## src/rtl/core/assert_macros.svh

```systemverilog
// assertion macros shared by the rtl files
// no dependencies; the include guard keeps a second include harmless
`ifndef ASSERT_MACROS_SVH
`define ASSERT_MACROS_SVH

// clocked check, off while reset is asserted
`define CCR_ASSERT(lbl, clk, rst_n, prop) \
  lbl: assert property (@(posedge clk) disable iff (!rst_n) prop) \
    else $error("ccr assertion failed");

// clocked check, also active during reset
`define CCR_ASSERT_ALWAYS(lbl, clk, prop) \
  lbl: assert property (@(posedge clk) prop) else $error("ccr assertion failed");

`endif

```

## src/rtl/core/ccr_pkg.sv

```systemverilog
// shared types, constants and the crc step of the console command recognizer
// no dependencies
package ccr_pkg;

  // register map
  localparam int unsigned CODE_COUNT = 8;
  localparam int unsigned SLOT_W     = 3;
  localparam int unsigned HASH_W     = 16;
  localparam int unsigned LEN_W      = 6;
  localparam int unsigned ADDR_W     = 5;
  localparam int unsigned DATA_W     = 32;

  // console characters
  localparam logic [7:0] CH_ESC   = 8'h1B;
  localparam logic [7:0] CH_SPACE = 8'h20;
  localparam logic [7:0] CH_TAB   = 8'h09;
  localparam logic [7:0] CH_BS    = 8'h08;
  localparam logic [7:0] CH_CR    = 8'h0D;
  localparam logic [7:0] CH_LF    = 8'h0A;

  // crc-16/modbus
  localparam logic [HASH_W-1:0] CRC_INIT = 16'hFFFF;
  localparam logic [HASH_W-1:0] CRC_POLY = 16'hA001;

  typedef enum logic {
    LS_IDLE,
    LS_OPEN
  } line_state_e;

  typedef logic [CODE_COUNT-1:0][HASH_W-1:0] code_table_t;

  // end of line request from the line tracker
  typedef struct packed {
    logic              valid;
    logic [HASH_W-1:0] hash;
    logic [LEN_W-1:0]  kept_len;
  } line_evt_t;

  // one byte of reflected crc update
  function automatic logic [HASH_W-1:0] crc16_byte(logic [HASH_W-1:0] h_in,
                                                  logic [7:0] b);
    logic [HASH_W-1:0] h;
    h = h_in ^ {8'h00, b};
    for (int i = 0; i < 8; i++) begin
      if (h[0]) begin
        h = (h >> 1) ^ CRC_POLY;
      end else begin
        h = h >> 1;
      end
    end
    return h;
  endfunction

endpackage

```

## src/rtl/core/ccr_if.sv

```systemverilog
// valid/ready channel interfaces for console bytes and recognizer results
// no dependencies
interface ccr_rx_if;
  logic       valid;
  logic       ready;
  logic [7:0] rx_char;

  modport source (output valid, output rx_char, input ready);
  modport sink (input valid, input rx_char, output ready);
endinterface

interface ccr_res_if;
  logic        valid;
  logic        ready;
  logic        command_found;
  logic [2:0]  command_slot;
  logic [15:0] word_hash;
  logic [5:0]  kept_length;

  modport source (output valid, output command_found, output command_slot,
                  output word_hash, output kept_length, input ready);
  modport sink (input valid, input command_found, input command_slot,
                input word_hash, input kept_length, output ready);
endinterface

```

## src/rtl/core/console_command_recognizer_unit.sv

```systemverilog
// top level of the console command recognizer: registers, line tracker, match
// depends on ccr_pkg, ccr_if, ccr_cfg_regs, ccr_line_fsm, ccr_cmd_match, assert_macros.svh
//
//  channel | direction | payload                                        | handshake
//  rx      | in        | rx_char                                        | valid/ready
//  res     | out       | command_found, command_slot, word_hash, length | valid/ready
//  apb     | in        | command_code_0..7 at paddr 4*i                 | psel/penable
//
// one byte per cycle while rx is not stalled: a byte is held in the input register,
// and the line state and crc update and the table compare run as it drains; a
// carriage return loads the result register at the edge on which it drains.
// reset clears the line state, the table and both valid flags at once.
// the input register drains into the line logic only while the result
// register is empty or being taken, so a stalled result stalls rx one deep.
`include "assert_macros.svh"

module console_command_recognizer_unit #(
  parameter int unsigned LINE_CAPACITY = 64,
  parameter int unsigned TABLE_ENTRIES = 8
) (
  input  logic                       clk_i,
  input  logic                       rst_ni,
  ccr_rx_if.sink                     rx,
  ccr_res_if.source                  res,
  input  logic                       psel,
  input  logic                       penable,
  input  logic                       pwrite,
  input  logic [ccr_pkg::ADDR_W-1:0] paddr,
  input  logic [ccr_pkg::DATA_W-1:0] pwdata,
  output logic [ccr_pkg::DATA_W-1:0] prdata,
  output logic                       pready
);
  import ccr_pkg::*;

  code_table_t       codes;
  line_evt_t         evt;
  logic              adv_ok;
  logic              found;
  logic [SLOT_W-1:0] slot;

  logic              res_valid_q;
  logic              found_q;
  logic [SLOT_W-1:0] slot_q;
  logic [HASH_W-1:0] hash_q;
  logic [LEN_W-1:0]  len_q;

  // configuration registers
  ccr_cfg_regs u_cfg (
    .clk_i   (clk_i),
    .rst_ni  (rst_ni),
    .psel    (psel),
    .penable (penable),
    .pwrite  (pwrite),
    .paddr   (paddr),
    .pwdata  (pwdata),
    .prdata  (prdata),
    .pready  (pready),
    .codes_o (codes)
  );

  assign adv_ok = ~res_valid_q | res.ready;

  // input stage and line tracking
  ccr_line_fsm #(
    .LINE_CAPACITY (LINE_CAPACITY)
  ) u_line (
    .clk_i      (clk_i),
    .rst_ni     (rst_ni),
    .in_valid_i (rx.valid),
    .in_char_i  (rx.rx_char),
    .in_ready_o (rx.ready),
    .adv_ok_i   (adv_ok),
    .evt_o      (evt)
  );

  // table lookup
  ccr_cmd_match #(
    .TABLE_ENTRIES (TABLE_ENTRIES)
  ) u_match (
    .codes_i (codes),
    .hash_i  (evt.hash),
    .found_o (found),
    .slot_o  (slot)
  );

  // result register
  always_ff @(posedge clk_i or negedge rst_ni) begin
    if (!rst_ni) begin
      res_valid_q <= 1'b0;
    end else if (evt.valid) begin
      res_valid_q <= 1'b1;
    end else if (res.ready) begin
      res_valid_q <= 1'b0;
    end
  end

  always_ff @(posedge clk_i) begin
    if (evt.valid) begin
      found_q <= found;
      slot_q  <= slot;
      hash_q  <= evt.hash;
      len_q   <= evt.kept_len;
    end
  end

  assign res.valid         = res_valid_q;
  assign res.command_found = found_q;
  assign res.command_slot  = slot_q;
  assign res.word_hash     = hash_q;
  assign res.kept_length   = len_q;

  // checks
  `CCR_ASSERT(a_no_overwrite, clk_i, rst_ni, evt.valid |-> (!res_valid_q || res.ready))
  `CCR_ASSERT(a_slot_zero, clk_i, rst_ni, (res.valid && !res.command_found) |-> (res.command_slot == '0))
  `CCR_ASSERT(a_zero_never_found, clk_i, rst_ni, (res.valid && res.command_found) |-> (res.word_hash != '0))
  `CCR_ASSERT_ALWAYS(a_reset_idle, clk_i, !rst_ni |=> !res.valid)

endmodule

```

## src/rtl/core/ccr_cfg_regs.sv

```systemverilog
// apb-style register file holding the command code table
// depends on ccr_pkg
module ccr_cfg_regs (
  input  logic                      clk_i,
  input  logic                      rst_ni,
  input  logic                      psel,
  input  logic                      penable,
  input  logic                      pwrite,
  input  logic [ccr_pkg::ADDR_W-1:0] paddr,
  input  logic [ccr_pkg::DATA_W-1:0] pwdata,
  output logic [ccr_pkg::DATA_W-1:0] prdata,
  output logic                      pready,
  output ccr_pkg::code_table_t      codes_o
);
  import ccr_pkg::*;

  code_table_t       codes_q;
  logic [SLOT_W-1:0] reg_idx;
  logic              wr_en;

  assign pready  = 1'b1;
  assign reg_idx = paddr[ADDR_W-1:2];
  assign wr_en   = psel & penable & pwrite;

  // table registers
  always_ff @(posedge clk_i or negedge rst_ni) begin
    if (!rst_ni) begin
      codes_q <= '0;
    end else if (wr_en) begin
      codes_q[reg_idx] <= pwdata[HASH_W-1:0];
    end
  end

  // read back
  assign prdata  = {{(DATA_W-HASH_W){1'b0}}, codes_q[reg_idx]};
  assign codes_o = codes_q;

endmodule

```

## src/rtl/core/ccr_line_fsm.sv

```systemverilog
// input stage and line state: counts kept characters, hashes the first word
// depends on ccr_pkg
module ccr_line_fsm #(
  parameter int unsigned LINE_CAPACITY = 64
) (
  input  logic                  clk_i,
  input  logic                  rst_ni,
  input  logic                  in_valid_i,
  input  logic [7:0]            in_char_i,
  output logic                  in_ready_o,
  input  logic                  adv_ok_i,
  output ccr_pkg::line_evt_t    evt_o
);
  import ccr_pkg::*;

  localparam int unsigned CW = $clog2(LINE_CAPACITY - 1);
  localparam logic [CW-1:0] KEEP_MAX = CW'(LINE_CAPACITY - 2);

  logic              stg_valid_q;
  logic [7:0]        stg_char_q;
  logic              fire;

  line_state_e       state_q, state_d;
  logic [CW-1:0]     cnt_q, cnt_d;
  logic [HASH_W-1:0] hash_q, hash_d;
  logic              word_q, word_d;
  logic [CW+LEN_W-1:0] cnt_ext;
  logic [HASH_W-1:0] hash_step;
  logic              is_ign;

  assign fire       = stg_valid_q & adv_ok_i;
  assign in_ready_o = ~stg_valid_q | fire;

  // input register
  always_ff @(posedge clk_i or negedge rst_ni) begin
    if (!rst_ni) begin
      stg_valid_q <= 1'b0;
    end else if (in_ready_o) begin
      stg_valid_q <= in_valid_i;
    end
  end

  always_ff @(posedge clk_i) begin
    if (in_ready_o && in_valid_i) begin
      stg_char_q <= in_char_i;
    end
  end

  // line state registers
  always_ff @(posedge clk_i or negedge rst_ni) begin
    if (!rst_ni) begin
      state_q <= LS_IDLE;
      cnt_q   <= '0;
      hash_q  <= CRC_INIT;
      word_q  <= 1'b0;
    end else begin
      state_q <= state_d;
      cnt_q   <= cnt_d;
      hash_q  <= hash_d;
      word_q  <= word_d;
    end
  end

  assign is_ign  = (stg_char_q == CH_ESC) || (stg_char_q == CH_TAB) ||
                   (stg_char_q == CH_BS) || (stg_char_q == CH_LF);
  assign cnt_ext = {{LEN_W{1'b0}}, cnt_q};

  // next state and end of line request
  always_comb begin
    state_d   = state_q;
    cnt_d     = cnt_q;
    hash_d    = hash_q;
    word_d    = word_q;
    hash_step = crc16_byte((state_q == LS_IDLE) ? CRC_INIT : hash_q, stg_char_q);
    evt_o.valid    = 1'b0;
    evt_o.hash     = hash_q;
    evt_o.kept_len = cnt_ext[LEN_W-1:0];
    if (fire) begin
      case (state_q)
        LS_IDLE: begin
          if (!is_ign && stg_char_q != CH_SPACE && stg_char_q != CH_CR) begin
            state_d = LS_OPEN;
            cnt_d   = CW'(1);
            hash_d  = hash_step;
            word_d  = 1'b1;
          end
        end
        LS_OPEN: begin
          if (stg_char_q == CH_CR) begin
            evt_o.valid = 1'b1;
            state_d     = LS_IDLE;
            cnt_d       = '0;
            hash_d      = CRC_INIT;
            word_d      = 1'b0;
          end else if (!is_ign && cnt_q < KEEP_MAX) begin
            cnt_d = cnt_q + CW'(1);
            if (word_q) begin
              if (stg_char_q == CH_SPACE) begin
                word_d = 1'b0;
              end else begin
                hash_d = hash_step;
              end
            end
          end
        end
        default: begin
          state_d = LS_IDLE;
        end
      endcase
    end
  end

endmodule

```

## src/rtl/core/ccr_cmd_match.sv

```systemverilog
// ordered search of the command table, stops at the first zero entry
// depends on ccr_pkg
module ccr_cmd_match #(
  parameter int unsigned TABLE_ENTRIES = 8
) (
  input  ccr_pkg::code_table_t      codes_i,
  input  logic [ccr_pkg::HASH_W-1:0] hash_i,
  output logic                      found_o,
  output logic [ccr_pkg::SLOT_W-1:0] slot_o
);
  import ccr_pkg::*;

  logic stop;

  // priority walk over the searched entries
  always_comb begin
    stop    = 1'b0;
    found_o = 1'b0;
    slot_o  = '0;
    for (int k = 0; k < CODE_COUNT; k++) begin
      if (k < TABLE_ENTRIES && !stop) begin
        if (codes_i[k] == '0) begin
          stop = 1'b1;
        end else if (codes_i[k] == hash_i) begin
          stop    = 1'b1;
          found_o = 1'b1;
          slot_o  = SLOT_W'(k);
        end
      end
    end
  end

endmodule
```

## src/flat_wrapper.sv

```systemverilog
// flat-port wrapper written by rule: the top's interface ports become plain ports
module console_command_recognizer_unit_flat import ccr_pkg::*;
#(
  parameter int unsigned LINE_CAPACITY = 64,
  parameter int unsigned TABLE_ENTRIES = 8
)
  (clk_i, rst_ni, psel, penable, pwrite, paddr, pwdata, prdata, pready, rx_valid, rx_rx_char, rx_ready, res_valid, res_command_found, res_command_slot, res_word_hash, res_kept_length, res_ready);
  ccr_rx_if rx_i ();
  ccr_res_if res_i ();
  input  logic clk_i;
  input  logic rst_ni;
  input  logic psel;
  input  logic penable;
  input  logic pwrite;
  input  logic [ccr_pkg::ADDR_W-1:0] paddr;
  input  logic [ccr_pkg::DATA_W-1:0] pwdata;
  output logic [ccr_pkg::DATA_W-1:0] prdata;
  output logic pready;
  input wire logic [$bits(rx_i.valid)-1:0] rx_valid;
  input wire logic [$bits(rx_i.rx_char)-1:0] rx_rx_char;
  output wire logic [$bits(rx_i.ready)-1:0] rx_ready;
  output wire logic [$bits(res_i.valid)-1:0] res_valid;
  output wire logic [$bits(res_i.command_found)-1:0] res_command_found;
  output wire logic [$bits(res_i.command_slot)-1:0] res_command_slot;
  output wire logic [$bits(res_i.word_hash)-1:0] res_word_hash;
  output wire logic [$bits(res_i.kept_length)-1:0] res_kept_length;
  input wire logic [$bits(res_i.ready)-1:0] res_ready;
  assign rx_i.valid = rx_valid;
  assign rx_i.rx_char = rx_rx_char;
  assign rx_ready = rx_i.ready;
  assign res_valid = res_i.valid;
  assign res_command_found = res_i.command_found;
  assign res_command_slot = res_i.command_slot;
  assign res_word_hash = res_i.word_hash;
  assign res_kept_length = res_i.kept_length;
  assign res_i.ready = res_ready;
  console_command_recognizer_unit #(.LINE_CAPACITY(LINE_CAPACITY), .TABLE_ENTRIES(TABLE_ENTRIES)) u_core (.clk_i(clk_i), .rst_ni(rst_ni), .rx(rx_i), .res(res_i), .psel(psel), .penable(penable), .pwrite(pwrite), .paddr(paddr), .pwdata(pwdata), .prdata(prdata), .pready(pready));
endmodule
```

## config.mk

```make
export PLATFORM = sky130hd
export DESIGN_NAME = console_command_recognizer_unit_flat
export DESIGN_NICKNAME = d
export VERILOG_FILES = /design/src/rtl/core/ccr_pkg.sv /design/src/rtl/core/ccr_if.sv /design/src/rtl/core/console_command_recognizer_unit.sv /design/src/rtl/core/ccr_cfg_regs.sv /design/src/rtl/core/ccr_line_fsm.sv /design/src/rtl/core/ccr_cmd_match.sv /design/src/flat_wrapper.sv
export VERILOG_INCLUDE_DIRS = /design/src /design/src/rtl/core
export SDC_FILE = /design/constraint.sdc
export NUM_CORES = 1
export LEC_CHECK = 0
export BUFFER_PORTS_ARGS = -buffer_cell sky130_fd_sc_hd__buf_2
export CAP_MARGIN = 20
export CORE_MARGIN = 3
export CORE_UTILIZATION = 59
export CTS_CLUSTER_DIAMETER = 40
export DETAILED_ROUTE_END_ITERATION = 6
export PLACE_DENSITY_LB_ADDON = 0.12
export SYNTH_ARGS = -nofsm -noshare
export SYNTH_HDL_FRONTEND = slang
export SYNTH_SLANG_ARGS = --single-unit
```

## constraint.sdc

```tcl
create_clock -name clk_i -period 3 [get_ports clk_i]
set_input_delay 0.45 -clock clk_i [delete_from_list [all_inputs] [get_ports clk_i]]
set_output_delay 0.45 -clock clk_i [all_outputs]
set_load 0.005 [all_outputs]
```

* After elaboration in Yosys (flattened, before gate mapping)
Cells that the tools add are included.
** Word-level totals
- Flip-flop bits (word level) :: 188
- Input port bits :: 52
- Output and inout port bits :: 61
- Word-level logic and storage cells :: 181
** Operators by class
- Mux-type cells :: 101
- Equality and inequality tests :: 20
- Reductions and logical operators :: 20
- Magnitude comparators :: 3
- Add/subtract/negate cells :: 1
- Bitwise operators :: 17
** Operators by type and width (number)
- $mux W16 :: 16
- $bwmux W128 :: 1
- $eq A16 B16 Y1 :: 8
- $logic_not A16 Y1 :: 8
- $mux W1 :: 57
- $mux W3 :: 18
- $bmux W16 S3 :: 1
- $demux W16 S3 :: 1
- $eq A8 B4 Y1 const B :: 4
- $pmux W16 S2 :: 1
- $not A2 Y3 :: 8
- $mux W6 :: 3
- $xor A16 B8 Y16 :: 1
- $pmux W6 S2 :: 1
- $eq A8 B5 Y1 const B :: 1
- $eq A8 B6 Y1 const B :: 1
- $ne A8 B4 Y1 const B :: 1
- $ne A8 B6 Y1 const B :: 1
- $add A6 B1 Y6 const B :: 1
- $lt A6 B6 Y1 const B :: 1
- $ne A3 B1 Y1 const B :: 2
- $logic_and A1 B1 Y1 :: 5
- $reduce_and A5 Y1 :: 1
- $lt A3 B4 Y1 const B :: 1
- other kinds (11) :: 19

* Logic depth before layout (Yosys ltp)
Gate-level depths: netlist of run 1.
- Depth after elaboration :: 24
- Gate-level depth with buffers :: 9
- Gate-level depth less buffers :: 7

* Cells and area by module
A second synthesis of run 1 with hierarchy kept.
** Second synthesis, totals
- Cell total of the unflattened synthesis :: 799
- Area total of the unflattened synthesis :: 10607.7 µm²
** By module, submodules not included
- ccr_cfg_regs :: cells each 354, times used 1, seq. area each 3203.1 µm², area an instance 5962.0 µm²
- ccr_cmd_match :: cells each 249, times used 1, seq. area each 0.0 µm², area an instance 1953.1 µm²
- ccr_line_fsm :: cells each 167, times used 1, seq. area each 885.8 µm², area an instance 1864.3 µm²
- console_command_recognizer_unit :: cells each 29, times used 1, seq. area each 805.8 µm², area an instance 828.3 µm²

* Worst setup path before layout of run 1
OpenSTA, ideal clock, no wires.
- Path type :: reg-to-reg
- Start point :: register u_core.u_line.stg_char_q[4]
- End point :: register u_core.found_q (netlist: u_core.res.command_found), enable pin
- Stages on the path, launching flop included :: 5
- Path buffers :: 1
- Data required time :: 2614 ps
- Data arrival time :: 1848 ps
- Setup slack :: 766 ps
- Library setup time :: 386 ps
- Period minus slack after synthesis :: 2234 ps
- Path through :: edfxtp_1 nor4_2 and4_1 buf_2 and3_1
** RTL lines
- start: declaration :: RTL line ccr_line_fsm.sv:20 : logic [7:0] stg_char_q;
- start signal: assignment :: RTL line ccr_line_fsm.sv:45 : stg_char_q <= in_char_i;
- end signal: assignment :: RTL line console_command_recognizer_unit.sv:99 : found_q <= found;
- end: declaration :: RTL line console_command_recognizer_unit.sv:42 : logic found_q;

* Final worst setup path of run 1
- Start point :: register u_core.u_line.hash_q[5]
- End point :: register u_core.found_q (netlist: u_core.res.command_found) (data pin)
** Between the ends
- Longest elaborated chain between the ends :: 24
- Elaborated cells on any way between the ends :: 50
- Those cells by class :: eq/ne (8); mux (42)
** RTL lines
- start: declaration :: RTL line ccr_line_fsm.sv:25 : logic [HASH_W-1:0] hash_q, hash_d;
- start signal: assignment :: RTL line ccr_line_fsm.sv:59 : hash_q <= hash_d;
- $eq A16 B16 Y1 :: RTL line ccr_cmd_match.sv:24 : end else if (codes_i[k] == hash_i) begin
- $mux W1 :: RTL line ccr_cmd_match.sv:24
- $mux W1 :: RTL line ccr_cmd_match.sv:22 : if (codes_i[k] == '0) begin
- $mux W1 :: RTL line ccr_cmd_match.sv:24
- $mux W1 :: RTL line ccr_cmd_match.sv:22
- $mux W1 :: RTL line ccr_cmd_match.sv:21 : if (k < TABLE_ENTRIES && !stop) begin
- $mux W1 :: RTL line ccr_cmd_match.sv:24
- $mux W1 :: RTL line ccr_cmd_match.sv:22
- (+9 left out)
- $mux W1 :: RTL line ccr_cmd_match.sv:21
- $mux W1 :: RTL line ccr_cmd_match.sv:24
- $mux W1 :: RTL line ccr_cmd_match.sv:22
- $mux W1 :: RTL line ccr_cmd_match.sv:21
- $mux W1 :: RTL line ccr_cmd_match.sv:24
- $mux W1 :: RTL line ccr_cmd_match.sv:22
- $mux W1 * :: RTL line ccr_cmd_match.sv:21
- net u_core.found :: RTL line console_command_recognizer_unit.sv:38 : logic found;
The timed path passes the listed nets; every way through them passes the cells marked *.
A chain may end at the register's enable or synchronous reset.

==> results of run 1 <==
==> synthesized netlist by cell type (3+ instances only) <==
cell type                    n  area (µm²)
sky130_fd_sc_hd__clkbuf_1   10        37.5
sky130_fd_sc_hd__buf_2      28         140
sky130_fd_sc_hd__nor2_1     19        71.3
sky130_fd_sc_hd__xor2_1     72         631
sky130_fd_sc_hd__nand2_1    22        82.6
sky130_fd_sc_hd__nand3_1     6        30.0
sky130_fd_sc_hd__and3_1      4        25.0
sky130_fd_sc_hd__nor3b_2     3        37.5
sky130_fd_sc_hd__nor3_1      5        25.0
sky130_fd_sc_hd__a31oi_1     8        50.1
sky130_fd_sc_hd__dfrtp_1   138        3450
sky130_fd_sc_hd__a22oi_1    64         480
sky130_fd_sc_hd__xnor2_1    84         736
sky130_fd_sc_hd__edfxtp_1   34        1020
sky130_fd_sc_hd__inv_1      13        48.8
sky130_fd_sc_hd__inv_2       3        11.3
sky130_fd_sc_hd__nor2b_1     7        43.8
sky130_fd_sc_hd__buf_4      25         188
sky130_fd_sc_hd__nand4_1    47         294
sky130_fd_sc_hd__o21ai_0     5        25.0
sky130_fd_sc_hd__a21oi_1     3        15.0
sky130_fd_sc_hd__mux2_2    128        1440
sky130_fd_sc_hd__dfstp_2    16         420
sky130_fd_sc_hd__and2_1      3        18.8
sky130_fd_sc_hd__nor4_1     51         319
sky130_fd_sc_hd__o22a_1     10        87.6
==> stage by stage <==
stage / hold slack, ps / util [%] / cells / power [mW] / worst slack [ps]
floorplan: 154 / - / 857 / 6.23 / 766
global placement: 447 / 64.0 / 1120 / 7.16 / 501
detailed placement: 470 / 64.0 / 1120 / 7.25 / 488
CTS: 95.1 / 67.5 / 1152 / 9.49 / 471
global route: 125 / 67.5 / 1152 / 9.93 / 245
finish: 71.4 / 67.5 / 1152 / 9.51 / 400
==> state kept, by name, summed over array words and instances (netlist names), 3 cells and up <==
| signal | flops |
|---|---|
| u_core.res.command_slot | 3 |
| u_core.res.kept_length | 6 |
| u_core.res.word_hash | 16 |
| u_core.u_cfg.codes_o | 128 |
| u_core.u_line.cnt_q | 6 |
| u_core.u_line.hash_q | 16 |
| u_core.u_line.stg_char_q | 8 |
==> power by group through the flow <==
stage               logic (mW)  registers, mW  clock network, mW
floorplan                 2.57           3.66                  0
global placement          2.73           4.43                  0
detailed placement        2.79           4.46                  0
CTS                       2.83           4.42               2.23
global route              3.06           4.53               2.34
finish                    2.83           4.48               2.20
==> worst max-delay path, cell delays in order (launching register included) <==
cell and delay (ps):
sky130_fd_sc_hd__dfstp_2 850, sky130_fd_sc_hd__xor2_1 120, sky130_fd_sc_hd__nor4_1 510, sky130_fd_sc_hd__nand4_1 290, sky130_fd_sc_hd__nand2_1 150, sky130_fd_sc_hd__nor3_1 60, sky130_fd_sc_hd__o21bai_1 170, sky130_fd_sc_hd__o211ai_1 150
==> placed cells by master (no fill, tap or decap), types with 3 or more instances in the layout <==
cell type	n
sky130_fd_sc_hd__nor2b_1	7
sky130_fd_sc_hd__mux2_2	128
sky130_fd_sc_hd__conb_1	17
sky130_fd_sc_hd__xnor2_1	84
sky130_fd_sc_hd__nand2_1	22
sky130_fd_sc_hd__nand3_1	6
sky130_fd_sc_hd__a22oi_1	64
sky130_fd_sc_hd__clkbuf_16	17
sky130_fd_sc_hd__dfstp_2	16
sky130_fd_sc_hd__clkinv_4	3
sky130_fd_sc_hd__clkinv_8	3
sky130_fd_sc_hd__xor2_1	72
sky130_fd_sc_hd__o22a_1	10
sky130_fd_sc_hd__inv_1	13
sky130_fd_sc_hd__nor3b_2	3
sky130_fd_sc_hd__nor2_1	19
sky130_fd_sc_hd__o21ai_0	5
sky130_fd_sc_hd__inv_6	4
sky130_fd_sc_hd__buf_4	28
sky130_fd_sc_hd__and3_1	4
sky130_fd_sc_hd__nand4_1	47
sky130_fd_sc_hd__a21oi_1	3
sky130_fd_sc_hd__dfrtp_1	138
sky130_fd_sc_hd__edfxtp_1	34
sky130_fd_sc_hd__inv_2	3
sky130_fd_sc_hd__nor3_2	3
sky130_fd_sc_hd__nor3_1	3
sky130_fd_sc_hd__and2_1	3
sky130_fd_sc_hd__nor4_1	51
sky130_fd_sc_hd__buf_2	76
sky130_fd_sc_hd__inv_8	3
sky130_fd_sc_hd__a31oi_1	8
==> layer usage <==
layer	share of wire (%)	vias up	GRT usage, %
li1	-	3218	-
met1	39	3796	44.0
met2	49	420	56.3
met3	8.9	88	8.90
met4	3.5	0	12.8
met5	0	-	0
==> cell families (layout without fill, tap and decap cells) <==
logic type	Yosys count	count (layout)
other cells	2	17
compound gates	102	102
simple gates	181	181
flops	188	188
fa+ha+maj	1	1
mux	130	130
xor+xnor	159	159
buf+inv	79	154
==> worst paths after layout <==
check	end	startpoint	cells past startpoint	slack (ps)
max reg2reg	u_core.res.command_found	u_core.u_line.hash_q[5]	7	400
min	u_core.u_line.cnt_q[3]	rst_ni	1	70
max in group asynchronous	u_core.u_cfg.codes_o[31]	rst_ni	2	2170
max	u_core.res.command_found	u_core.u_line.hash_q[5]	7	400
min in group clk_i	u_core.u_line.stg_char_q[0]	rx_rx_char[0]	1	180
min reg2reg	u_core.res.kept_length[5]	u_core.u_line.cnt_q[5]	0	480
==> final cells by class <==
class	instances	area (µm²)	share of cell area, %
clock buffers	17	425	3.79
multi-input cells	590	4810	42.8
repair buffers	106	622	5.53
flip-flops and latches	188	4890	43.6
inverters	16	60.1	0.534
clock inverters	15	154	1.37
well taps	220	275	2.45
==> flow_summary.rst, run 1 <==
.. list-table::
   :header-rows: 1

   * - Metric
     - Value
   * - Clock tree from TritonCTS
     - built
   * - Async S/R FF share, synth
     - 81.9%
   * - Remaining DRCs
     - 0
   * - CORE AREA
     - 16600 µm²
   * - Maximum Capacitance Violations
     - 0
   * - Inserted Diodes
     - 0
   * - Final instance area
     - 11200 µm²
   * - Fraction of layout cells with a size suffix above 1
     - 32.0%
   * - Post-CTS Repair Setup Buffers
     - 0
   * - Yosys reg bits
     - 188
   * - H-tree levels
     - 4
   * - Startpoint type of the worst setup path
     - flop
   * - Average routed wire per standard cell
     - 26.7 µm
   * - Total via count in the routed design
     - 7522
   * - Clock root buffer master
     - sky130_fd_sc_hd__clkbuf_16
   * - Combinational group share of total power
     - 29.7%
   * - Layout Nets
     - between 900 and 1k
   * - Period utilisation layout
     - 86.7%
   * - XOR/XNOR Fraction of Synth Area
     - 14.1%
   * - Initial standard-cell utilization of the core
     - about three fifths
   * - Biggest fanout along the worst timing path
     - 12
   * - Worst Setup End Kind
     - flop
   * - Die Area
     - 18600 µm²
   * - Final Critical Period
     - 2600 ps
   * - Slew HR
     - 45.6%
   * - Setup skew after layout
     - 7.10 ps
   * - Switch Pwr
     - 3.67 mW
   * - Peak supply drop
     - a little over 0.6 mV
   * - Gp weighted congestion
     - 1.03
   * - DIE WIDTH
     - 137 µm
   * - Clock transition at the registers of the reported paths
     - 70 ps
   * - LEAKAGE
     - 4.64 nW
   * - Clock Tree Buf Depth
     - 2
   * - Remaining number of nets flagged by the antenna check after routing
     - 0
   * - Clock Sinks
     - 188
   * - Total of cells resized after clock tree synthesis
     - 0
   * - Hold-fix buffers at CTS
     - 0
   * - Number of global-route vias before repair
     - 7589
   * - Syn_area_per_cell
     - 11.9 µm²
   * - Required @ worst endpoint
     - 3160 ps
   * - Top FF cell, synth
     - sky130_fd_sc_hd__dfrtp_1
   * - Height of the chip
     - 137 µm
   * - Detailed router's first-iteration violation count
     - 841
   * - Initial antenna violation count
     - 0
   * - Proportion of power drawn by the clock network
     - a little under a quarter
   * - Accumulated negative setup slack
     - 0 ps
   * - HPWL after detailed placement
     - 22600 µm
   * - Area fraction in and, or, nand and nor cells after synthesis
     - 10.7%
   * - Avg Vias per Cell
     - between 6 and 7
   * - Cell area after synthesis
     - 10100 µm²
   * - Total detailed-routing wirelength
     - 30700 µm
   * - Kind of critical path
     - reg -> reg
   * - Endpoint arrival time on the critical path
     - 2760 ps
   * - Result of the run
     - completed
   * - Sequential Power Share
     - 47.1%
   * - CTS Buf Count
     - 17
   * - Post-synthesis instance total
     - 842
   * - EDFF count, synth
     - 34
   * - Maximum frequency from static timing analysis
     - 385 MHz
   * - Sequential fraction of the synthesis area
     - between 40% and 50%
   * - Buffers on Ports
     - 77
   * - Largest net degree at the start of global routing
     - 86
   * - Total congestion overflow
     - 0
   * - Dominant combinational cell family by area after synthesis
     - multiplexers
   * - Fraction of power spent switching nets
     - 38.6%
   * - Number of distinct standard cells referenced by the synthesized netlist
     - 52
   * - Fin. max-slew vios
     - 0
   * - Internal power
     - 5.84 mW
   * - Complex-gate fraction of the synthesized area
     - 7.51%
   * - Number of rows in the core area
     - 47
   * - Unrepaired setup endpoints after global routing
     - no
   * - Worst Hold Class
     - in -> async
   * - Multiplexer share of the synthesized area
     - 14.6%
   * - Worst-skew pair later-pin latency
     - between 400 and 500 ps
   * - Pin slew with the least headroom to its limit
     - 817 ps
   * - Synth-to-layout area growth
     - 11.8%
   * - Global-route wire length before repair
     - 46700 µm
   * - Synth Area in Adders
     - 0.124%
   * - Number of hold-slack violations in the final timing report
     - 0
   * - Total GRT Usage
     - 34.3%
   * - Power per cell area
     - 846 nW/µm²
   * - Filler cells
     - between 1k and 1.5k
   * - Number of top-level pins
     - 113
   * - Iteration count of the initial detailed-routing pass
     - 6
   * - Placed standard-cell area
     - 10700 µm²
   * - Final setup violation count
     - 0
   * - Number of warning messages in the yosys log
     - 0
No activity file was read; power rests on OpenSTA's default activity.
==> run 2, diff against run 1 <==
==> constraint.sdc (replaced) <==
create_clock -name clk_i -period 2.9 [get_ports clk_i]
set_input_delay 0.435 -clock clk_i [delete_from_list [all_inputs] [get_ports clk_i]]
set_output_delay 0.435 -clock clk_i [all_outputs]
set_load 0.02 [all_outputs]
==> run 2 against run 1 <==
Flip-flop and latch count unchanged. Worst setup slack worse by 27 ps. Sequential share of layout area down 0.33 points. Cell area grew 0.76%. Non-clock buffer count increased by 7. Combinational power rose by 8.8%. Register-to-register slack worse by 30 ps. Wire length is 0.33% lower. Critical path type unchanged. Largest cell class unchanged.
==> flow_summary.rst, run 2 (same netlist as run 1, synthesis figures left out) <==
.. list-table::
   :header-rows: 1

   * - Metric
     - Value
   * - CORE AREA
     - 16600 µm² (unchanged)
   * - Worst-case reg-to-reg path depth
     - 7 (unchanged)
   * - Fraction of layout cells with a size suffix above 1
     - 32.4% (+0.40 points)
   * - WHS
     - 30.3 ps (-41.0 ps)
   * - Total detailed-routing wirelength
     - 30600 µm (-0.33%)
   * - Place WS
     - 406 ps (-82.3 ps)
   * - Clock tree from TritonCTS
     - built
   * - Layout Cells excl Fill
     - 1159 (+0.61%)
   * - Result of the run
     - completed
   * - H-tree levels
     - 4 (unchanged)
   * - Final setup violation count
     - 0 (unchanged)
   * - Top library cells by usage in the layout, fill and taps aside
     - sky130_fd_sc_hd__dfrtp_1 (138), sky130_fd_sc_hd__mux2_2 (128), sky130_fd_sc_hd__xnor2_1 (84)
   * - Global-route wire length before repair
     - 45800 µm (-1.8%)
   * - FF+latch area
     - 4890 µm² (unchanged)
   * - Most frequent standard cell in the layout excluding fill and tap cells
     - sky130_fd_sc_hd__dfrtp_1
   * - Number of cells in the design after placement
     - 1127 (+0.63%)
   * - Biggest fanout along the worst timing path
     - 10 (-2)
   * - Endpoint arrival time on the critical path
     - 2800 ps (+40 ps)
   * - Required @ worst endpoint
     - 3170 ps (about the same)
   * - Power per cell area
     - 895 nW/µm² (+5.8%)
   * - DIE WIDTH
     - 137 µm (unchanged)
   * - Filler cells
     - 1248 (+0.48%)
   * - Iteration count of the initial detailed-routing pass
     - 5 (-1)
   * - Slack of the critical path
     - 373 ps (-27.4 ps)
   * - Buffers on Ports
     - 77 (unchanged)
   * - Total GRT Usage
     - 33.7% (-0.61 points)
   * - Inserted Diodes
     - 0 (unchanged)
   * - Number of rows in the core area
     - 47 (unchanged)
   * - Height of the chip
     - 137 µm (unchanged)
   * - Area of combinational cells with multiple inputs
     - 4810 µm² (unchanged)
   * - Library cell contributing the largest single delay on the critical path
     - sky130_fd_sc_hd__dfstp_2
   * - Die Area
     - 18600 µm² (unchanged)
   * - Clock Tree Buf Depth
     - 2 (unchanged)
   * - Maximum frequency from static timing analysis
     - 396 MHz (+2.9%)
   * - Pin slew with the least headroom to its limit
     - 790 ps (-26.7 ps)
   * - Fin. max-slew vios
     - 0 (unchanged)
   * - Total of cells resized after clock tree synthesis
     - 0 (unchanged)
   * - Minimum setup slack among reg-to-reg paths
     - 370 ps (-30 ps)
   * - Worst Setup End Kind
     - flop
   * - Start of the worst register-to-register path
     - u_core.u_line.hash_q[4]
   * - Slew HR
     - 47.3% (+1.8 points)
   * - Unrepaired setup endpoints after global routing
     - no
   * - Accumulated negative setup slack
     - 0 ps (unchanged)
   * - Reg-to-reg endpoint
     - u_core.res.command_found
   * - Total via count in the routed design
     - 7466 (-0.74%)
   * - Remaining number of nets flagged by the antenna check after routing
     - 0 (unchanged)
   * - Detailed router's first-iteration violation count
     - 622 (-26%)
   * - CP Depth
     - 7 (unchanged)
   * - Period utilisation layout
     - 87.2% (+0.49 points)
   * - Peak supply drop
     - 0.636 mV (+3.9%)
   * - Kind of cell adding the most delay to the critical path
     - simple AND/OR/NAND/NOR gates
   * - Initial standard-cell utilization of the core
     - 60.4% (unchanged)
   * - Post-CTS Repair Setup Buffers
     - 0 (unchanged)
   * - Maximum Capacitance Violations
     - 0 (unchanged)
   * - Final instance area
     - 11300 µm² (+0.76%)
   * - Remaining DRCs
     - 0 (unchanged)
   * - Final Critical Period
     - 2530 ps (-72.6 ps)
   * - Total congestion overflow
     - 0 (unchanged)
   * - Buf/Inv on CP
     - 1 (+1)
   * - Largest net degree at the start of global routing
     - 82 (-4.7%)
   * - Hold-fix buffers at CTS
     - 0 (unchanged)
   * - HPWL after detailed placement
     - 22300 µm (-1.2%)
   * - Layout Nets
     - 979 (+0.72%)
   * - Series of cell instances along the critical path
     - buf_4, xnor2_1, nand4_1, nor4_1, o21ai_0, nor3b_1, o211ai_1
   * - LEAKAGE
     - 4.68 nW (+1.0%)
   * - Placed standard-cell area
     - 10700 µm² (+0.49%)
   * - Gp weighted congestion
     - 1.05 (+1.4%)
   * - Average routed wire per standard cell
     - 26.4 µm (-0.93%)
   * - CTS Buf Count
     - 17 (unchanged)
   * - Startpoint type of the worst setup path
     - flop
   * - Kind of critical path
     - reg -> reg
   * - Clock Sinks
     - 188 (unchanged)
   * - Avg Vias per Cell
     - 6.44 (-1.3%)
   * - Initial antenna violation count
     - 0 (unchanged)
   * - Max incr delay on CP
     - 780 ps (-70 ps)
   * - Number of global-route vias before repair
     - 7478 (-1.5%)
   * - Clock transition at the registers of the reported paths
     - 70 ps (about the same)
   * - Synth-to-layout area growth
     - 12.6%
   * - Clock root buffer master
     - sky130_fd_sc_hd__clkbuf_16
   * - Worst Hold Class
     - in -> async
   * - Number of hold-slack violations in the final timing report
     - 0 (unchanged)
   * - Setup skew after layout
     - 6.84 ps (-0.262 ps)
   * - Number of flip-flops under the largest register name
     - 128 (unchanged)
   * - Number of top-level pins
     - 113 (unchanged)
   * - Worst-skew pair later-pin latency
     - 440 ps (about the same)
[run 2: cell count changes in the layout (fill, tap and decap cells not counted)]
| cell | previous run | this run |
|---|---|---|
| sky130_fd_sc_hd__buf_4 | 28 | 35 |
| sky130_fd_sc_hd__bufinv_16 | 0 | 2 |
| sky130_fd_sc_hd__clkbuf_1 | 0 | 1 |
| sky130_fd_sc_hd__clkbuf_16 | 17 | 18 |
| sky130_fd_sc_hd__clkbuf_8 | 0 | 1 |
| sky130_fd_sc_hd__clkinv_2 | 2 | 0 |
| sky130_fd_sc_hd__clkinv_4 | 3 | 0 |
| sky130_fd_sc_hd__clkinv_8 | 3 | 0 |
| sky130_fd_sc_hd__clkinvlp_4 | 0 | 1 |
| sky130_fd_sc_hd__inv_4 | 0 | 3 |
| sky130_fd_sc_hd__inv_8 | 3 | 2 |
[run 2: report_power, final]
| part | switching, mW | internal (mW) | leakage, nW |
|---|---|---|---|
| combinational | 1.46 | 1.62 | 2.15 |
| clock | 1.07 | 1.37 | 0.302 |
| sequential | 1.28 | 3.33 | 2.23 |
| total | 3.81 | 6.33 | 4.68 |
[run 2: worst reg2reg max path: stages, from the launching register on]
cell and delay, ps:
sky130_fd_sc_hd__dfstp_2 780, sky130_fd_sc_hd__buf_4 220, sky130_fd_sc_hd__xnor2_1 110, sky130_fd_sc_hd__nand4_1 140, sky130_fd_sc_hd__nor4_1 510, sky130_fd_sc_hd__o21ai_0 200, sky130_fd_sc_hd__nor3b_1 180, sky130_fd_sc_hd__o211ai_1 220
[run 2: worst max path at each step]
stage                                     start                  endpoint  slack (ps)
finish                  u_core.u_line.hash_q[4]  u_core.res.command_found         370
global route            u_core.u_line.hash_q[3]  u_core.res.command_found         160
CTS                     u_core.u_line.hash_q[3]  u_core.res.command_found         380
detailed placement      u_core.u_line.hash_q[3]  u_core.res.command_found         410
global placement       u_core.u_line.hash_q[10]  u_core.res.command_found         410
floorplan           u_core.u_line.stg_char_q[4]  u_core.res.command_found         670
[run 2: cell type report]
type | count | share of cell area (%)
Sequential cell | 188 | 43.2
Clock buffer | 20 | 4.13
Timing Repair Buffer | 113 | 5.96
Clock inverter | 12 | 1.27
Tap cell | 220 | 2.43
Multi-Input combinational cell | 590 | 42.4
Inverter | 16 | 0.530
[run 2: metrics by stage]
| step | power, mW | util (%) |
|---|---|---|
| 4_1_cts | 10.1 | 68.0 |
| 2_1_floorplan | 6.52 | - |
| 6_report | 10.1 | 68.0 |
| 3_3_place_gp | 7.52 | 64.4 |
| 5_1_grt | 10.6 | 68.0 |
| 3_5_place_dp | 7.62 | 64.4 |
[run 2: metal layers]
| metal | GRT usage [%] | routed length (µm) | up-vias |
|---|---|---|---|
| li1 | - | - | 3235 |
| met1 | 44.5 | 12200 | 3778 |
| met2 | 55.2 | 15000 | 389 |
| met3 | 7.65 | 2630 | 64 |
| met4 | 11.4 | 835 | 0 |
| met5 | 0 | 0 | - |
==> run 3, diff against run 2 <==
--- a/config.mk
+++ b/config.mk
@@ -6,6 +6,7 @@
 export SDC_FILE = /design/constraint.sdc
 export NUM_CORES = 1
 export LEC_CHECK = 0
+export ABC_AREA = 1
 export BUFFER_PORTS_ARGS = -buffer_cell sky130_fd_sc_hd__buf_2
 export CAP_MARGIN = 20
 export CORE_MARGIN = 3
==> run 3 against run 2 <==
Combinational power increased by 17%. First-iteration DRC count increased by 71%. Clock power decreased by 7%. Sequential share of layout area decreased by 1.9 points. Global-route usage decreased by 0.18 points. Count of clock-buffer cells in the layout decreased by 3. Clock skew increased by 6.7 ps. Die area increased by 7.9%. Non-clock buffer count decreased by 16. Synthesized cell count increased by 61%. Critical path type is now in -> out.
==> flow_summary.rst, run 3 <==
.. list-table::
   :header-rows: 1

   * - Metric
     - Value
   * - Worst-skew pair later-pin latency
     - 440 ps (about the same)
   * - Initial standard-cell utilization of the core
     - 60.4% (about the same)
   * - Total congestion overflow
     - 0 (unchanged)
   * - Slack of the critical path
     - 466 ps (+93.1 ps)
   * - Top Metal Used
     - met4
   * - Clock tree from TritonCTS
     - built
   * - Number of flip-flops under the largest register name
     - 128 (unchanged)
   * - Fin. max-slew vios
     - 0 (unchanged)
   * - HPWL after detailed placement
     - 25000 µm (+12%)
   * - Synth-to-layout area growth
     - 8.93%
   * - Clock root buffer master
     - sky130_fd_sc_hd__clkbuf_16
   * - Number of top-level pins
     - 113 (unchanged)
   * - Number of hold-slack violations in the final timing report
     - 0 (unchanged)
   * - Cell area after synthesis
     - 10900 µm² (+8.3%)
   * - Top cell type by total area after synthesis
     - sky130_fd_sc_hd__dfrtp_1
   * - Routed length on met2
     - 15000 µm (-0.19%)
   * - Top FF cell, synth
     - sky130_fd_sc_hd__dfrtp_1
   * - CTS Buf Count
     - 17 (unchanged)
   * - Iteration count of the initial detailed-routing pass
     - 5 (unchanged)
   * - Gp weighted congestion
     - 0.997 (-4.6%)
   * - Result of the run
     - completed
   * - Peak supply drop
     - 0.599 mV (-5.8%)
   * - Top-count cell post-synth
     - sky130_fd_sc_hd__nand2_1
   * - LEAKAGE
     - 5.54 nW (+18%)
   * - Share of Yosys cell area claimed by the top area cell type
     - 31.7% (-2.6 points)
   * - Clock Tree Buf Depth
     - 2 (unchanged)
   * - Buffers on Ports
     - 77 (unchanged)
   * - Max incr delay on CP
     - 430 ps (-350 ps)
   * - Period utilisation layout
     - 83.9% (-3.2 points)
   * - Inserted Diodes
     - 0 (unchanged)
   * - Die Area
     - 20100 µm² (+7.9%)
   * - Kind of critical path
     - in -> out
   * - Total via count in the routed design
     - 9635 (+29%)
   * - Critical Path Start
     - paddr[4]
   * - Startpoint type of the worst setup path
     - input pin
   * - Most frequent standard cell in the layout excluding fill and tap cells
     - sky130_fd_sc_hd__nand2_1
   * - DIE WIDTH
     - 142 µm (+3.9%)
   * - H-tree levels
     - 4 (unchanged)
   * - Maximum frequency from static timing analysis
     - 411 MHz (+3.8%)
   * - Clock Sinks
     - 188 (unchanged)
   * - Pin slew with the least headroom to its limit
     - 691 ps (-99.0 ps)
   * - Series of cell instances along the critical path
     - buf_2, nor3_1, inv_1, o22ai_1, a221oi_1, o2111ai_1, buf_2
   * - EDFF count, synth
     - 34 (unchanged)
   * - Average routed wire per standard cell
     - 20.0 µm (-24%)
   * - Top library cells by usage in the layout, fill and taps aside
     - sky130_fd_sc_hd__nand2_1 (383), sky130_fd_sc_hd__dfrtp_1 (138), sky130_fd_sc_hd__inv_1 (131)
   * - Place WS
     - 512 ps (+106 ps)
   * - Syn_area_per_cell
     - 8.04 µm² (-33%)
   * - Remaining number of nets flagged by the antenna check after routing
     - 0 (unchanged)
   * - Total detailed-routing wirelength
     - 33100 µm (+8.1%)
   * - Final setup violation count
     - 0 (unchanged)
   * - Slew HR
     - 53.8% (+6.5 points)
   * - Final Critical Period
     - 2430 ps (-93.1 ps)
   * - Global-route wire length before repair
     - 51100 µm (+11%)
   * - List of most frequent post-synthesis cells
     - sky130_fd_sc_hd__nand2_1 (383), sky130_fd_sc_hd__dfrtp_1 (138), sky130_fd_sc_hd__inv_1 (131), sky130_fd_sc_hd__nor2_1 (89), sky130_fd_sc_hd__o21ai_0 (78)
   * - Power per cell area
     - 863 nW/µm² (-3.6%)
   * - Detailed router's first-iteration violation count
     - 1063 (+71%)
   * - Clock transition at the registers of the reported paths
     - 70 ps (about the same)
   * - Unrepaired setup endpoints after global routing
     - no
   * - Setup skew after layout
     - 13.6 ps (+6.72 ps)
   * - Number of distinct standard cells referenced by the synthesized netlist
     - 50 (-3.8%)
   * - Endpoint arrival time on the critical path
     - 2000 ps (-800 ps)
   * - Sequential fraction of the synthesis area
     - 45.0% (-3.7 points)
   * - Post-synthesis instance total
     - 1354 (+61%)
   * - Layout Nets
     - 1469 (+50%)
   * - Critical hold path startpoint
     - rx_rx_char[4]
   * - Most frequent cell on the critical path
     - sky130_fd_sc_hd__buf_2
   * - Fraction of layout cells with a size suffix above 1
     - 16.2% (-16 points)
   * - Initial antenna violation count
     - 0 (unchanged)
   * - Async S/R FF share, synth
     - 81.9% (unchanged)
   * - Library cell contributing the largest single delay on the critical path
     - sky130_fd_sc_hd__inv_1
   * - Required @ worst endpoint
     - 2470 ps (-700 ps)
   * - Accumulated negative setup slack
     - 0 ps (unchanged)
   * - Remaining DRCs
     - 0 (unchanged)
   * - Height of the chip
     - 142 µm (+3.9%)
   * - Number of warning messages in the yosys log
     - 0 (unchanged)
   * - WHS
     - 172 ps (+142 ps)
   * - Total GRT Usage
     - 33.5% (-0.18 points)
   * - Top post-synthesis cells by area
     - sky130_fd_sc_hd__dfrtp_1 (32%), sky130_fd_sc_hd__nand2_1 (13%), sky130_fd_sc_hd__edfxtp_1 (9.4%)
   * - Worst Hold Class
     - in -> reg
   * - Number of rows in the core area
     - 49 (+4.3%)
   * - Detailed route wirelength on metal3
     - 3050 µm (+16%)
   * - Avg Vias per Cell
     - 5.81 (-9.8%)
   * - Start of the worst register-to-register path
     - u_core.u_line.hash_q[0]
   * - Maximum Capacitance Violations
     - 0 (unchanged)
   * - Detailed-routing wirelength on met1
     - 14200 µm (+17%)
   * - Yosys reg bits
     - 188 (unchanged)
   * - Largest net degree at the start of global routing
     - 59 (-28%)
   * - CORE AREA
     - 18000 µm² (+8.3%)
   * - Worst Setup End Kind
     - output pin
   * - Number of global-route vias before repair
     - 8982 (+20%)
   * - Biggest fanout along the worst timing path
     - 14 (+4)
run 3: cell count changes after synthesis, moves of 48 or more:
cell,before,now
sky130_fd_sc_hd__a22oi_1,64,9
sky130_fd_sc_hd__inv_1,13,131
sky130_fd_sc_hd__mux2_2,128,0
sky130_fd_sc_hd__nand2_1,22,383
sky130_fd_sc_hd__nor2_1,19,89
sky130_fd_sc_hd__o21ai_0,5,78
sky130_fd_sc_hd__o21ai_1,2,63
sky130_fd_sc_hd__xnor2_1,84,36
run 3: worst max-delay path, delay by kind of cell:
family | cells | cell delay (ps)
AND/OR/NAND/NOR | 1 | 100
buffers and inverters | 3 | 860
AO/OA/AOI/OAI | 3 | 580
run 3: cells by family (layout without fill, tap and decap cells):
kind of cell | after synthesis | in the layout | share of synthesized area [%]
simple gates | 614 | 614 | 25.2
compound gates | 243 | 243 | 13.1
buf+inv | 228 | 288 | 10.2
flops | 188 | 188 | 45.0
xor+xnor | 78 | 78 | 6.35
other cells | 2 | 17 | 0.0690
fa+ha+maj | 1 | 1 | 0.115
run 3: repair_timing:
item	in CTS	in global routing
setup endpoints to repair	0	0
resized for setup	0	0
hold buffers	1	0
endpoints found under the hold margin	43	0
buffers inserted	0	0
run 3: final timing paths:
| path | end | slack, ps | cells past startpoint |
|---|---|---|---|
| worst max-delay path | prdata[14] | 470 | 7 |
| worst min-delay path | u_core.u_line.stg_char_q[4] | 170 | 1 |
| worst max register to register | u_core.res.command_found | 480 | 8 |
| worst min register to register | u_core.res.kept_length[5] | 510 | 0 |
| max in group asynchronous | u_core.u_line.hash_q[14] | 1660 | 3 |
| min in group asynchronous | u_core.u_line.cnt_q[2] | 510 | 2 |
run 3: layout make-up:
cell class,instances,area [µm²]
tap,229,287
fill,1567,6170
sequential,188,4890
multi-input combinational,953,4940
inverter,159,607
clock inverter,15,135
timing repair buffer,97,569
clock buffer,17,425
run 3: power breakdown:
| group | total, mW | leakage [nW] | internal [mW] | switching [mW] |
|---|---|---|---|---|
| sequential | 4.38 | 2.21 | 3.35 | 1.03 |
| combinational | 3.59 | 3.05 | 1.37 | 2.22 |
| clock | 2.26 | 0.269 | 1.13 | 1.13 |
| total | 10.2 | 5.54 | 5.85 | 4.38 |
run 3: per-layer routing:
metal / up-vias / global-route usage (%)
met4: 0 / 11.3
met5: - / 0
li1: 4525 / -
met1: 4562 / 48.3
met2: 494 / 51.7
met3: 54 / 5.90
run 3: stage by stage:
step | total power [mW] | cells | util, % | instance area, µm²
detailed placement | 7.89 | 1625 | 62.6 | 11300
global placement | 7.81 | 1625 | 62.6 | 11300
finish | 10.2 | 1658 | 65.8 | 11900
floorplan | 6.86 | 1369 | - | 10900
global route | 10.8 | 1658 | 65.8 | 11900
CTS | 10.2 | 1658 | 65.8 | 11900
